[src/rtl/lru_page_replacement_core_defines.svh]
// Assertion macros shared by the LRU page replacement RTL.
`ifndef LRU_PAGE_REPLACEMENT_CORE_DEFINES_SVH
`define LRU_PAGE_REPLACEMENT_CORE_DEFINES_SVH

`ifndef NO_ASSERTIONS

// Same-cycle implication, disabled while reset is asserted
`define LRU_ASSERT_IMPL(label, clk, rst_n, ante, cons) \
  label: assert property (@(posedge clk) disable iff (!rst_n) (ante) |-> (cons)) \
    else $error("lru assertion failed");

// Next-cycle implication, disabled while reset is asserted
`define LRU_ASSERT_NEXT(label, clk, rst_n, ante, cons) \
  label: assert property (@(posedge clk) disable iff (!rst_n) (ante) |=> (cons)) \
    else $error("lru assertion failed");

`else

`define LRU_ASSERT_IMPL(label, clk, rst_n, ante, cons)
`define LRU_ASSERT_NEXT(label, clk, rst_n, ante, cons)

`endif

`endif

[src/rtl/lru_pkg.sv]
// Package with shared constants for the LRU page replacement core.
`default_nettype none

package lru_pkg;

  // Default sizing
  localparam int FRAMES_DEF    = 8;
  localparam int PAGE_BITS_DEF = 16;

  // Fixed port widths
  localparam int PAGE_PORT_W  = 16;
  localparam int FRAME_IDX_W  = 3;
  localparam int CFG_W        = 4;
  localparam int FAULT_W      = 32;

  // Reset value of the frames-in-use register
  localparam logic [CFG_W-1:0] FRAMES_IN_USE_RST = 4'd8;

endpackage

`default_nettype wire

[src/rtl/lru_select.sv]
// Parallel tag match and LRU victim selection over the valid, active frames.
`default_nettype none

module lru_select #(
  parameter int FRAMES    = lru_pkg::FRAMES_DEF,
  parameter int PAGE_BITS = lru_pkg::PAGE_BITS_DEF,
  parameter int IDX_W     = (FRAMES > 1) ? $clog2(FRAMES) : 1,
  parameter int RANK_W    = (FRAMES > 1) ? $clog2(FRAMES) : 1
) (
  input  wire logic [FRAMES-1:0]                frame_valid,
  input  wire logic [FRAMES-1:0]                frame_active,
  input  wire logic [FRAMES-1:0][PAGE_BITS-1:0] frame_page,
  input  wire logic [FRAMES-1:0][RANK_W-1:0]    frame_rank,
  input  wire logic [PAGE_BITS-1:0]             page,
  output logic                                  hit,
  output logic [IDX_W-1:0]                      hit_idx,
  output logic                                  victim_any,
  output logic [IDX_W-1:0]                      victim_idx
);

  import lru_pkg::*;

  logic [FRAMES-1:0] live;
  logic [FRAMES-1:0] match;
  logic [FRAMES-1:0] oldest;

  // Per-frame tag compare and pairwise rank compare
  always_comb begin
    live  = frame_valid & frame_active;
    match = '0;
    oldest = '0;
    for (int i = 0; i < FRAMES; i++) begin
      match[i]  = live[i] && (frame_page[i] == page);
      oldest[i] = live[i];
      for (int j = 0; j < FRAMES; j++) begin
        if (live[j] && (j != i)) begin
          // earlier frames must be strictly younger, later ones no older
          if (j < i) begin
            if (!(frame_rank[j] < frame_rank[i])) oldest[i] = 1'b0;
          end else begin
            if (frame_rank[j] > frame_rank[i]) oldest[i] = 1'b0;
          end
        end
      end
    end
  end

  // Lowest-index priority encoders
  always_comb begin
    hit_idx    = '0;
    victim_idx = '0;
    for (int i = FRAMES - 1; i >= 0; i--) begin
      if (match[i])  hit_idx    = IDX_W'(i);
      if (oldest[i]) victim_idx = IDX_W'(i);
    end
  end

  assign hit        = |match;
  assign victim_any = |oldest;

endmodule

`default_nettype wire

[src/rtl/lru_page_replacement_core.sv]
// A request is held in the input register, then its result in the result register.
// Throughput: one request per cycle while out_ready is high; tag match, victim pick and
// rank update share one combinational pass between the input and result registers.
// Reset (rst_n low, synchronous): all frames invalid, ranks, fill count and fault
// total cleared, frames_in_use set to 8; frame contents are not cleared.
`default_nettype none
`include "lru_page_replacement_core_defines.svh"

module lru_page_replacement_core #(
  parameter int FRAMES    = lru_pkg::FRAMES_DEF,
  parameter int PAGE_BITS = lru_pkg::PAGE_BITS_DEF
) (
  input  wire logic                              clk,
  input  wire logic                              rst_n,
  // configuration
  input  wire logic                              cfg_wr_en,
  input  wire logic [lru_pkg::CFG_W-1:0]         cfg_wr_data,
  // request channel
  input  wire logic                              in_valid,
  output logic                                   in_ready,
  input  wire logic [lru_pkg::PAGE_PORT_W-1:0]   in_page_number,
  // result channel
  output logic                                   out_valid,
  input  wire logic                              out_ready,
  output logic                                   out_hit,
  output logic [lru_pkg::FRAME_IDX_W-1:0]        out_frame_index,
  output logic                                   out_evicted_valid,
  output logic [lru_pkg::PAGE_PORT_W-1:0]        out_evicted_page,
  output logic [lru_pkg::FAULT_W-1:0]            out_fault_total
);

  import lru_pkg::*;

  localparam int IDX_W  = (FRAMES > 1) ? $clog2(FRAMES) : 1;
  localparam int RANK_W = (FRAMES > 1) ? $clog2(FRAMES) : 1;
  localparam int FILL_W = $clog2(FRAMES + 1);
  localparam logic [RANK_W-1:0] RANK_MAX = RANK_W'(FRAMES - 1);
  localparam logic [FILL_W-1:0] FILL_MAX = FILL_W'(FRAMES);

  // Configuration and control state
  logic [CFG_W-1:0]                frames_in_use_r;
  logic                            in_valid_r;
  logic [PAGE_BITS-1:0]            in_page_r;
  logic [FRAMES-1:0][PAGE_BITS-1:0] frame_page_r;
  logic [FRAMES-1:0]               frame_valid_r, frame_valid_nxt;
  logic [FRAMES-1:0][RANK_W-1:0]   rank_r, rank_nxt;
  logic [FILL_W-1:0]               fill_r, fill_nxt;
  logic [FAULT_W-1:0]              fault_r, fault_nxt;

  // Result register
  logic                            out_valid_r;
  logic                            out_hit_r;
  logic [FRAME_IDX_W-1:0]          out_frame_index_r;
  logic                            out_evicted_valid_r;
  logic [PAGE_PORT_W-1:0]          out_evicted_page_r;
  logic [FAULT_W-1:0]              out_fault_total_r;

  logic                            advance;
  logic [FRAMES-1:0]               active;
  logic [FILL_W-1:0]               n_active;
  logic                            full;
  logic                            hit;
  logic [IDX_W-1:0]                hit_idx;
  logic                            victim_any;
  logic [IDX_W-1:0]                victim_idx;
  logic [IDX_W-1:0]                f_idx;
  logic                            ev_valid;
  logic [PAGE_PORT_W-1:0]          ev_page;

  // Handshake: item moves to the result register when it is free or draining
  assign advance  = in_valid_r && (!out_valid_r || out_ready);
  assign in_ready = !in_valid_r || advance;

  // Active frame window; zero acts as one, oversize acts as FRAMES
  always_comb begin
    for (int i = 0; i < FRAMES; i++) begin
      if (frames_in_use_r == '0) active[i] = (i == 0);
      else                       active[i] = (32'(frames_in_use_r) > i);
    end
    if (frames_in_use_r == '0)                n_active = FILL_W'(1);
    else if (32'(frames_in_use_r) > FRAMES)   n_active = FILL_MAX;
    else                                      n_active = FILL_W'(frames_in_use_r);
  end

  assign full = !(fill_r < n_active);

  lru_select #(
    .FRAMES    (FRAMES),
    .PAGE_BITS (PAGE_BITS),
    .IDX_W     (IDX_W),
    .RANK_W    (RANK_W)
  ) u_select (
    .frame_valid  (frame_valid_r),
    .frame_active (active),
    .frame_page   (frame_page_r),
    .frame_rank   (rank_r),
    .page         (in_page_r),
    .hit          (hit),
    .hit_idx      (hit_idx),
    .victim_any   (victim_any),
    .victim_idx   (victim_idx)
  );

  // Frame choice and eviction
  always_comb begin
    if (hit)        f_idx = hit_idx;
    else if (!full) f_idx = fill_r[IDX_W-1:0];
    else            f_idx = victim_idx;
    ev_valid = !hit && full && victim_any;
    ev_page  = ev_valid ? PAGE_PORT_W'(frame_page_r[victim_idx]) : '0;
  end

  // Recency ageing, fill and fault counters
  always_comb begin
    frame_valid_nxt = frame_valid_r;
    rank_nxt        = rank_r;
    fill_nxt        = fill_r;
    fault_nxt       = fault_r;
    for (int i = 0; i < FRAMES; i++) begin
      if ((IDX_W'(i) != f_idx) && frame_valid_r[i] && active[i] &&
          (!hit || (rank_r[i] < rank_r[f_idx])) && (rank_r[i] < RANK_MAX)) begin
        rank_nxt[i] = rank_r[i] + RANK_W'(1);
      end
    end
    rank_nxt[f_idx] = '0;
    if (!hit) begin
      frame_valid_nxt[f_idx] = 1'b1;
      if (!full) fill_nxt = fill_r + FILL_W'(1);
      if (fault_r != '1) fault_nxt = fault_r + FAULT_W'(1);
    end
  end

  // Control registers
  always_ff @(posedge clk) begin
    if (!rst_n) begin
      frames_in_use_r <= FRAMES_IN_USE_RST;
      in_valid_r      <= 1'b0;
      out_valid_r     <= 1'b0;
      frame_valid_r   <= '0;
      rank_r          <= '0;
      fill_r          <= '0;
      fault_r         <= '0;
    end else begin
      if (cfg_wr_en) frames_in_use_r <= cfg_wr_data;
      if (in_ready) in_valid_r <= in_valid;
      if (advance) begin
        out_valid_r   <= 1'b1;
        frame_valid_r <= frame_valid_nxt;
        rank_r        <= rank_nxt;
        fill_r        <= fill_nxt;
        fault_r       <= fault_nxt;
      end else if (out_ready) begin
        out_valid_r <= 1'b0;
      end
    end
  end

  // Payload registers
  always_ff @(posedge clk) begin
    if (in_ready && in_valid) in_page_r <= PAGE_BITS'(in_page_number);
    if (advance) begin
      if (!hit) frame_page_r[f_idx] <= in_page_r;
      out_hit_r           <= hit;
      out_frame_index_r   <= FRAME_IDX_W'(f_idx);
      out_evicted_valid_r <= ev_valid;
      out_evicted_page_r  <= ev_page;
      out_fault_total_r   <= fault_nxt;
    end
  end

  assign out_valid         = out_valid_r;
  assign out_hit           = out_hit_r;
  assign out_frame_index   = out_frame_index_r;
  assign out_evicted_valid = out_evicted_valid_r;
  assign out_evicted_page  = out_evicted_page_r;
  assign out_fault_total   = out_fault_total_r;

  // Checks
  `LRU_ASSERT_IMPL(a_hit_no_evict, clk, rst_n, out_valid_r && out_hit_r,
                   !out_evicted_valid_r && (out_evicted_page_r == '0))
  `LRU_ASSERT_IMPL(a_fill_bound, clk, rst_n, 1'b1, fill_r <= FILL_MAX)
  `LRU_ASSERT_NEXT(a_fault_step, clk, rst_n, advance && !hit,
                   (fault_r == $past(fault_r) + FAULT_W'(1)) || ($past(fault_r) == '1))
  `LRU_ASSERT_NEXT(a_hit_keeps_fault, clk, rst_n, advance && hit,
                   (fault_r == $past(fault_r)) && (fill_r == $past(fill_r)))
  `LRU_ASSERT_IMPL(a_evict_when_full, clk, rst_n, advance && ev_valid, full && !hit)

endmodule

`default_nettype wire
[config.mk]
export PLATFORM = sky130hd
export DESIGN_NAME = lru_page_replacement_core
export DESIGN_NICKNAME = d
export VERILOG_FILES = /design/src/rtl/lru_pkg.sv /design/src/rtl/lru_select.sv /design/src/rtl/lru_page_replacement_core.sv
export VERILOG_INCLUDE_DIRS = /design/src /design/src/rtl
export SDC_FILE = /design/constraint.sdc
export NUM_CORES = 1
export LEC_CHECK = 0
export ABC_AREA = 1
export BUFFER_PORTS_ARGS = -buffer_cell sky130_fd_sc_hd__buf_2
export CORE_UTILIZATION = 40
export CTS_BUF_LIST = sky130_fd_sc_hd__clkbuf_16
export DETAILED_ROUTE_END_ITERATION = 7
export RECOVER_POWER = 25
export SYNTH_ARGS = -nofsm -noshare
export SYNTH_HDL_FRONTEND = slang
export SYNTH_HIERARCHICAL = 1
export SYNTH_SLANG_ARGS = --single-unit
[constraint.sdc]
create_clock -name clk -period 4.7 [get_ports clk]
set_input_delay 0.94 -clock clk [delete_from_list [all_inputs] [get_ports clk]]
set_output_delay 0.94 -clock clk [all_outputs]
set_load 0.05 [all_outputs]
# --- After elaboration in Yosys (flattened, before gate mapping) ---
# Cells that the tools add are included.
word_totals:
  register_bits: 271
  in_bits: 25
  out_inout_bits: 55
  wordCells: 373
op_classes:
  reduce_logical: 66
  n_eq_ne: 16
  addsub: 10
  order_cmp: 85
  muxes: 163
  n_bitwise: 5
op_table:
  columns: ["op", "count"]
  rows:
  - ["$bwmux 128", 1]
  - ["$eq 16x16->1", 8]
  - ["$mux 1", 123]
  - ["$lt 3x3->1", 36]
  - ["$gt 3x3->1", 28]
  - ["$mux 3", 28]
  - ["$mux 32", 2]
  - ["$bmux 16 s3", 1]
  - ["$demux 16 s3", 1]
  - ["$logic_and 1x1->1", 45]
  - ["$add 32x1->32 const B", 1]
  - ["$mux 16", 2]
  - ["$ne 32x32->1 const B", 1]
  - ["$add 3x1->3 const B", 8]
  - ["$and 24x24->24", 1]
  - ["$lt 3x3->1 const B", 8]
  - ["$not 24->24", 1]
  - ["$gt 4x3->1 const B", 4]
  - ["$reduce_or 8->1", 2]
  - ["$ne 3x3->1 const A", 4]
  - ["$logic_or 1x1->1", 10]
  - ["$bmux 3 s3", 1]
  - ["$demux 3 s3", 1]
  - ["$and 8x8->8", 1]
  - ["other kinds (19)", 27]

# --- Logic depth before layout (Yosys ltp) ---
depth:
  depth_word: 35
  mapped_depth: 36
  depth_no_buf: 35

# --- Cells and area by module ---
# Netlist, hierarchy kept.
by_module_without_submodules:
  columns: ["module", "area_each_um2", "instances", "seq_area_each_um2", "cells_per_inst"]
  rows:
  - ["lru_page_replacement_core", 12485.7, 1, 7397.1, 1316]
  - ["lru_select", 3593.4, 1, 0.0, 642]

# --- Worst setup path after synthesis ---
# OpenSTA, ideal clock, no wires.
synth_timing:
  path_type: "flip-flop to flip-flop"
  from: "reg frames_in_use_r[3]"
  to: "reg frame_page_r[112] (netlist name) (enable)"
  arrival_ns: 3.548
  path_buffers: 2
  slack_ns: 0.762
  t_required_ns: 4.310
  setup_ns: 0.390
  stages_incl_launch_ff: 25
  period_less_slack_ns: 3.938
  path_cell_list: "dfxtp_1 -> inv_2 -> a21oi_1 -> inv_1 -> a21oi_1 -> nand2_1 -> inv_1 -> o21ai_1 -> nor2_1 -> nand2_1 -> nor2_1 -> nand3_1 -> o21ai_1 -> nor2_1 -> nand4_1 -> inv_1 -> buf_4 -> nand3_2 -> nand2_2 -> buf_6 -> nor2_1 -> inv_2 -> nor2_1 -> nand2_1 -> nor2_1"
synth_via:
  elab_chain_len: 7
  elab_cells_between_ends: 29
  classes_between: "8 x order compare; 8 x mux; 2 x bitwise; 11 x reduce/logical"
synth_rtl:
  columns: ["element", "line", "rtl"]
  rows:
  - ["from (decl)", "lru_page_replacement_core.sv:41", "logic [CFG_W-1:0] frames_in_use_r;"]
  - ["from (signal assigned)", "lru_page_replacement_core.sv:144", "if (cfg_wr_en) frames_in_use_r <= cfg_wr_data;"]
  - ["$gt 4x3->1 / $logic_not 4->1 (equally long branches)", "lru_page_replacement_core.sv:78, lru_page_replacement_core.sv:77", null]
  - ["$mux 1 *", "lru_page_replacement_core.sv:77", "if (frames_in_use_r == '0) active[i] = (i == 0);"]
  - ["net active[5]", "lru_page_replacement_core.sv:59", "logic [FRAMES-1:0] active;"]
  - ["$and 8x8->8 *", "lru_select.sv:29", "live = frame_valid & frame_active;"]
  - ["$logic_and 1x1->1 *", "lru_select.sv:33", "match[i] = live[i] && (frame_page[i] == page);"]
  - ["$reduce_or 8->1 *", "lru_select.sv:58", "assign hit = |match;"]
  - ["net hit", "lru_page_replacement_core.sv:62", "logic hit;"]
  - ["$not 1->1 (no line) *", null, null]
  - ["$reduce_and 2->1 (no line) *", null, null]
  - ["to (signal, indexed assignment)", "lru_page_replacement_core.sv:162", "if (!hit) frame_page_r[f_idx] <= in_page_r;"]
  - ["to (decl)", "lru_page_replacement_core.sv:44", "logic [FRAMES-1:0][PAGE_BITS-1:0] frame_page_r;"]
# Mark *: on every way through the listed nets, which the timed path passes. The rest lies on a longest branch.
# A chain may end at the register's enable or synchronous reset.

# --- Worst setup path in the final report ---
layout_timing:
  from: "reg in_page_r[7]"
  to: "reg rank_r[2] (netlist name)"
layout_via:
  elab_cells_between_ends: 44
  classes_between: "3 x order compare; 8 x eq/ne; 14 x mux; 2 x bitwise; 17 x reduce/logical"
layout_rtl:
  columns: ["element", "line", "rtl"]
  rows:
  - ["from (decl)", "lru_page_replacement_core.sv:43", "logic [PAGE_BITS-1:0] in_page_r;"]
  - ["from (signal assigned)", "lru_page_replacement_core.sv:160", "if (in_ready && in_valid) in_page_r <= PAGE_BITS'(in_page_number);"]
  - ["$eq 16x16->1", "lru_select.sv:33", null]
  - ["$logic_and 1x1->1", "lru_select.sv:33", null]
  - ["$reduce_or 8->1 *", "lru_select.sv:58", null]
  - ["net hit", "lru_page_replacement_core.sv:62", null]
  - ["$mux 3", "lru_page_replacement_core.sv:106", "if (hit) f_idx = hit_idx;"]
  - ["$bmux 3 s3", "lru_page_replacement_core.sv:121", "(!hit || (rank_r[i] < rank_r[f_idx])) && (rank_r[i] < RANK_MAX)) begin"]
  - ["$mux 3 (not written as such)", "lru_page_replacement_core.sv:121", null]
  - ["$lt 3x3->1", "lru_page_replacement_core.sv:121", null]
  - ["$logic_or 1x1->1", "lru_page_replacement_core.sv:121", null]
  - ["$logic_and 1x1->1", "lru_page_replacement_core.sv:120", "if ((IDX_W'(i) != f_idx) && frame_valid_r[i] && active[i] &&"]
  - ["$logic_and 1x1->1", "lru_page_replacement_core.sv:121", null]
  - ["$mux 3", "lru_page_replacement_core.sv:120", null]
  - ["$and 24x24->24 (no line) *", null, null]
  - ["to (signal assigned)", "lru_page_replacement_core.sv:149", "rank_r <= rank_nxt;"]
  - ["to (decl)", "lru_page_replacement_core.sv:46", "logic [FRAMES-1:0][RANK_W-1:0] rank_r, rank_nxt;"]
# Mark *: on every way through the listed nets, which the timed path passes. The rest lies on a longest branch. The select of a mux whose other input is x is not followed.

==> flow_metrics.tcl <==
set metrics [dict create \
    htreeDepth 1 \
    finalSetupViolations 0 \
    die_w_um 202 \
    num_antenna_cells 0 \
    worst_pin_slew_ps 953 \
    finalWorstSetupSlack_ps 371 \
    hold_depth 1 \
    yosysWarningCount 6 \
    finalHoldViolations 0 \
    rows 73 \
    cp_data_required_time_ps 5180 \
    num_vias 14100 \
    min_from "frame_valid_r[4]$_SDFFE_PN0P_" \
    io_pins 80 \
    rsz0062_at_grt "false" \
    dieArea_mm2 0.0410 \
    grt_usage_pct 24.1 \
    clk_latency_ps 580 \
    dieHeight_um 202 \
    nNetsFinal 2166 \
    drive_gt1_share_pct 12.8 \
    preCtsSetupSlack_ps 211 \
    dp_hpwl_um 35400 \
    fillers 3909 \
    leakagePower_nw 7.58 \
    fin_tns_setup_ps 0 \
    finalCritPeriodShare_pct 92.1 \
    dr.first_iter.drc_count 1198 \
    slew_headroom_pct 35.9 \
    io_buffers 79 \
    async_reset_ff_share_pct 0 \
    criticalPathCategory "register to register" \
    r2r_end "rank_r[2]$_SDFFE_PN0P_" \
    start_util_pct 40.5 \
    start_kind "register" \
    final_cell_mix "nand2_1, inv_1, edfxtp_1, nand3_1, nor2_1" \
    wl_um 50000 \
    path_clk_slew_ps 60 \
    core_region_area_mm2 0.0397 \
    r2r_cells 23 \
    drc_errors 0 \
    tritoncts "done" \
    synth_seq_cells 271 \
    crit_path_max_fanout 14 \
    min_path_type "register to register" \
    wl_per_cell_um 19.2 \
    netlist_instances 1958 \
    reg2reg_slack_ps 370 \
    synth_edf_count 197 \
    synth.avg_cell_area_um2 8.21 \
    drv_cap 0 \
    grt-ovfl-total 0 \
    dr.pass1.iters 5 \
    final_common_cell "nand2_1" \
    min_to "frame_valid_r[4]$_SDFFE_PN0P_" \
    clock_path_buffers 3 \
    status "complete, no violations" \
    cts-buffers-inserted 29 \
    ys.flop_type "edfxtp_1" \
    cts_hold_buf 0 \
    arrival_ps 4810 \
    powerDensity_mw_per_mm2 310 \
    clock-sinks 271 \
    end_kind "register" \
    report.final.slew_viol_count 0 \
    max_freq_mhz 231 \
    drtAntennaViolNets 0 \
    grt_max_degree 78 \
    yosysSeqAreaShare_pct 46.0 \
    syn-cell-area_mm2 0.0161 \
    viasPerCell 5.39 \
    syn_nets 2060 \
    peakVddDrop_v 0.000286 \
    fin_util_pct 45.8 \
    antenna_found_initial 1 \
    grt_first_pass_wirelength_um 76700 \
    fin_crit_ps 4330 \
    syn_to_final_growth_pct 13.1 \
    grt_pass1_vias 13200 \
    cts-root-buf "clkbuf_16" \
    fin_skew_ps 36.3 \
    r2r-start "in_page_r[7]$_DFFE_PP_" \
    synth_cell_types 62 \
    place.gp.congestion 0.921 \
]
## per-layer routing
| metal | GRT usage (%) | share of wire, % | wire length [µm] |
|---|---|---|---|
| met5 | 0 | 0 | 0 |
| met4 | 7.47 | 3.0 | 1510 |
| met3 | 3.15 | 5.8 | 2880 |
| met2 | 40.2 | 47 | 23500 |
| met1 | 32.6 | 44 | 22100 |
## sequential cells by signal (all words and copies together) (netlist names), 3 cells and up
signal,count
out_evicted_page,16
out_frame_index,3
rank_r,24
frame_valid_r,8
frame_page_r,128
in_page_r,16
frames_in_use_r,4
fault_r,32
fill_r,4
out_fault_total,32
## logic make-up after synthesis
group	count (synthesis)	share of synthesized area, %
and+or+nand+nor	930	25.7
AOI/OAI and AO/OA	312	11.3
buffers and inverters	305	7.65
DFF	271	46.0
adders and majority gates	77	5.99
xor gates and xnor gates	62	3.38
other	1	0.0233
## critical path: stages (launching register included)
cell      delay [ps]
edfxtp_1         600
or2_1            300
a221oi_1         520
nand4_1          230
nand2_1          170
inv_2             50
nand4_1          100
inv_1             90
or2_2            350
nand2_4          150
nor2_1            80
inv_2             70
o22ai_1           70
o21ai_0          220
nand2_2          210
ha_1             320
nand2_1           70
clkinv_1          60
nand2_1           70
nand2_1           50
nand2_1           80
nand4_1          120
o21bai_1         170
nor2_1            60
## report_power, final
group / leakage (nW) / internal [mW] / switching (mW) / total (mW)
registers: 2.42 / 2.65 / 0.0652 / 2.71
clock network: 0.467 / 1.28 / 0.965 / 2.25
logic: 4.69 / 0.191 / 0.479 / 0.670
## area by class of cell
cell class              count  area (µm²)  area share [%]
repair buffers            140         811            4.46
clock buffers              29         726            3.99
well taps                 525         657            3.61
inverters                 240         906            4.98
multi-input cells        1382        7480            41.2
flip-flops and latches    271        7400            40.7
clock inverters            24         196            1.08
## stage by stage
| stage | instance area, µm² | total power, mW | hold slack (ps) | cells |
|---|---|---|---|---|
| after CTS | 18200 | 5.67 | 509 | 2605 |
| final | 18200 | 5.63 | 512 | 2611 |
| after floorplan | 16100 | 3.23 | 457 | 1958 |
| after detailed placement | 17200 | 3.43 | 486 | 2552 |
| after global placement | 17200 | 3.42 | 485 | 2552 |
| after global routing | 18200 | 5.85 | 510 | 2611 |
## Yosys cell counts (3+ instances only)
cell type | instances | area share, %
inv_2 | 26 | 0.61
buf_2 | 6 | 0.19
nor3_1 | 17 | 0.53
a221oi_1 | 5 | 0.27
nor4_1 | 10 | 0.39
clkbuf_1 | 39 | 0.91
a21oi_1 | 104 | 3.2
a21o_1 | 4 | 0.19
nand2_2 | 17 | 0.66
edfxtp_1 | 197 | 37
nor2_2 | 4 | 0.16
clkinv_1 | 3 | 0.070
o2111ai_1 | 3 | 0.16
o21ai_0 | 89 | 2.8
nand2_1 | 479 | 11
nand3_1 | 189 | 5.9
a21oi_2 | 3 | 0.16
o21bai_1 | 11 | 0.51
buf_1 | 5 | 0.12
or2_1 | 6 | 0.23
xor2_1 | 56 | 3.1
xnor2_1 | 6 | 0.33
o211ai_1 | 10 | 0.47
o21ai_1 | 30 | 0.93
o22ai_1 | 24 | 0.93
dfxtp_1 | 74 | 9.2
nand3_2 | 9 | 0.56
buf_4 | 10 | 0.47
nand2_4 | 3 | 0.21
inv_1 | 210 | 4.9
nor3_2 | 3 | 0.19
buf_6 | 5 | 0.35
a22o_1 | 6 | 0.33
or2_2 | 4 | 0.16
o21a_1 | 7 | 0.33
nor2_1 | 142 | 3.3
nand4_1 | 30 | 1.2
ha_1 | 77 | 6.0
nand3_4 | 3 | 0.33
a31oi_1 | 3 | 0.12
## how the worst max path moves through the flow
| stage | from | end | slack (ps) | cells past startpoint |
|---|---|---|---|---|
| final | in_page_r[7]$_DFFE_PP_ | rank_r[2]$_SDFFE_PN0P_ | 370 | 23 |
| after global routing | in_page_r[9]$_DFFE_PP_ | rank_r[2]$_SDFFE_PN0P_ | 20 | 27 |
| after floorplan | frames_in_use_r[3]$_SDFFE_PN1P_ | frame_page_r[112]$_DFFE_PP_ | 760 | 24 |
| after global placement | frames_in_use_r[3]$_SDFFE_PN1P_ | rank_r[2]$_SDFFE_PN0P_ | 390 | 31 |
| after CTS | frames_in_use_r[3]$_SDFFE_PN1P_ | rank_r[23]$_SDFFE_PN0P_ | 180 | 31 |
| after detailed placement | frames_in_use_r[3]$_SDFFE_PN1P_ | rank_r[2]$_SDFFE_PN0P_ | 210 | 31 |
## repair_timing
item	in CTS	in global routing
setup endpoints to repair	0	24
hold endpoints to repair	0	0
setup buffers	0	6
resized for setup	0	6
Power figures use the tool's default switching activity.
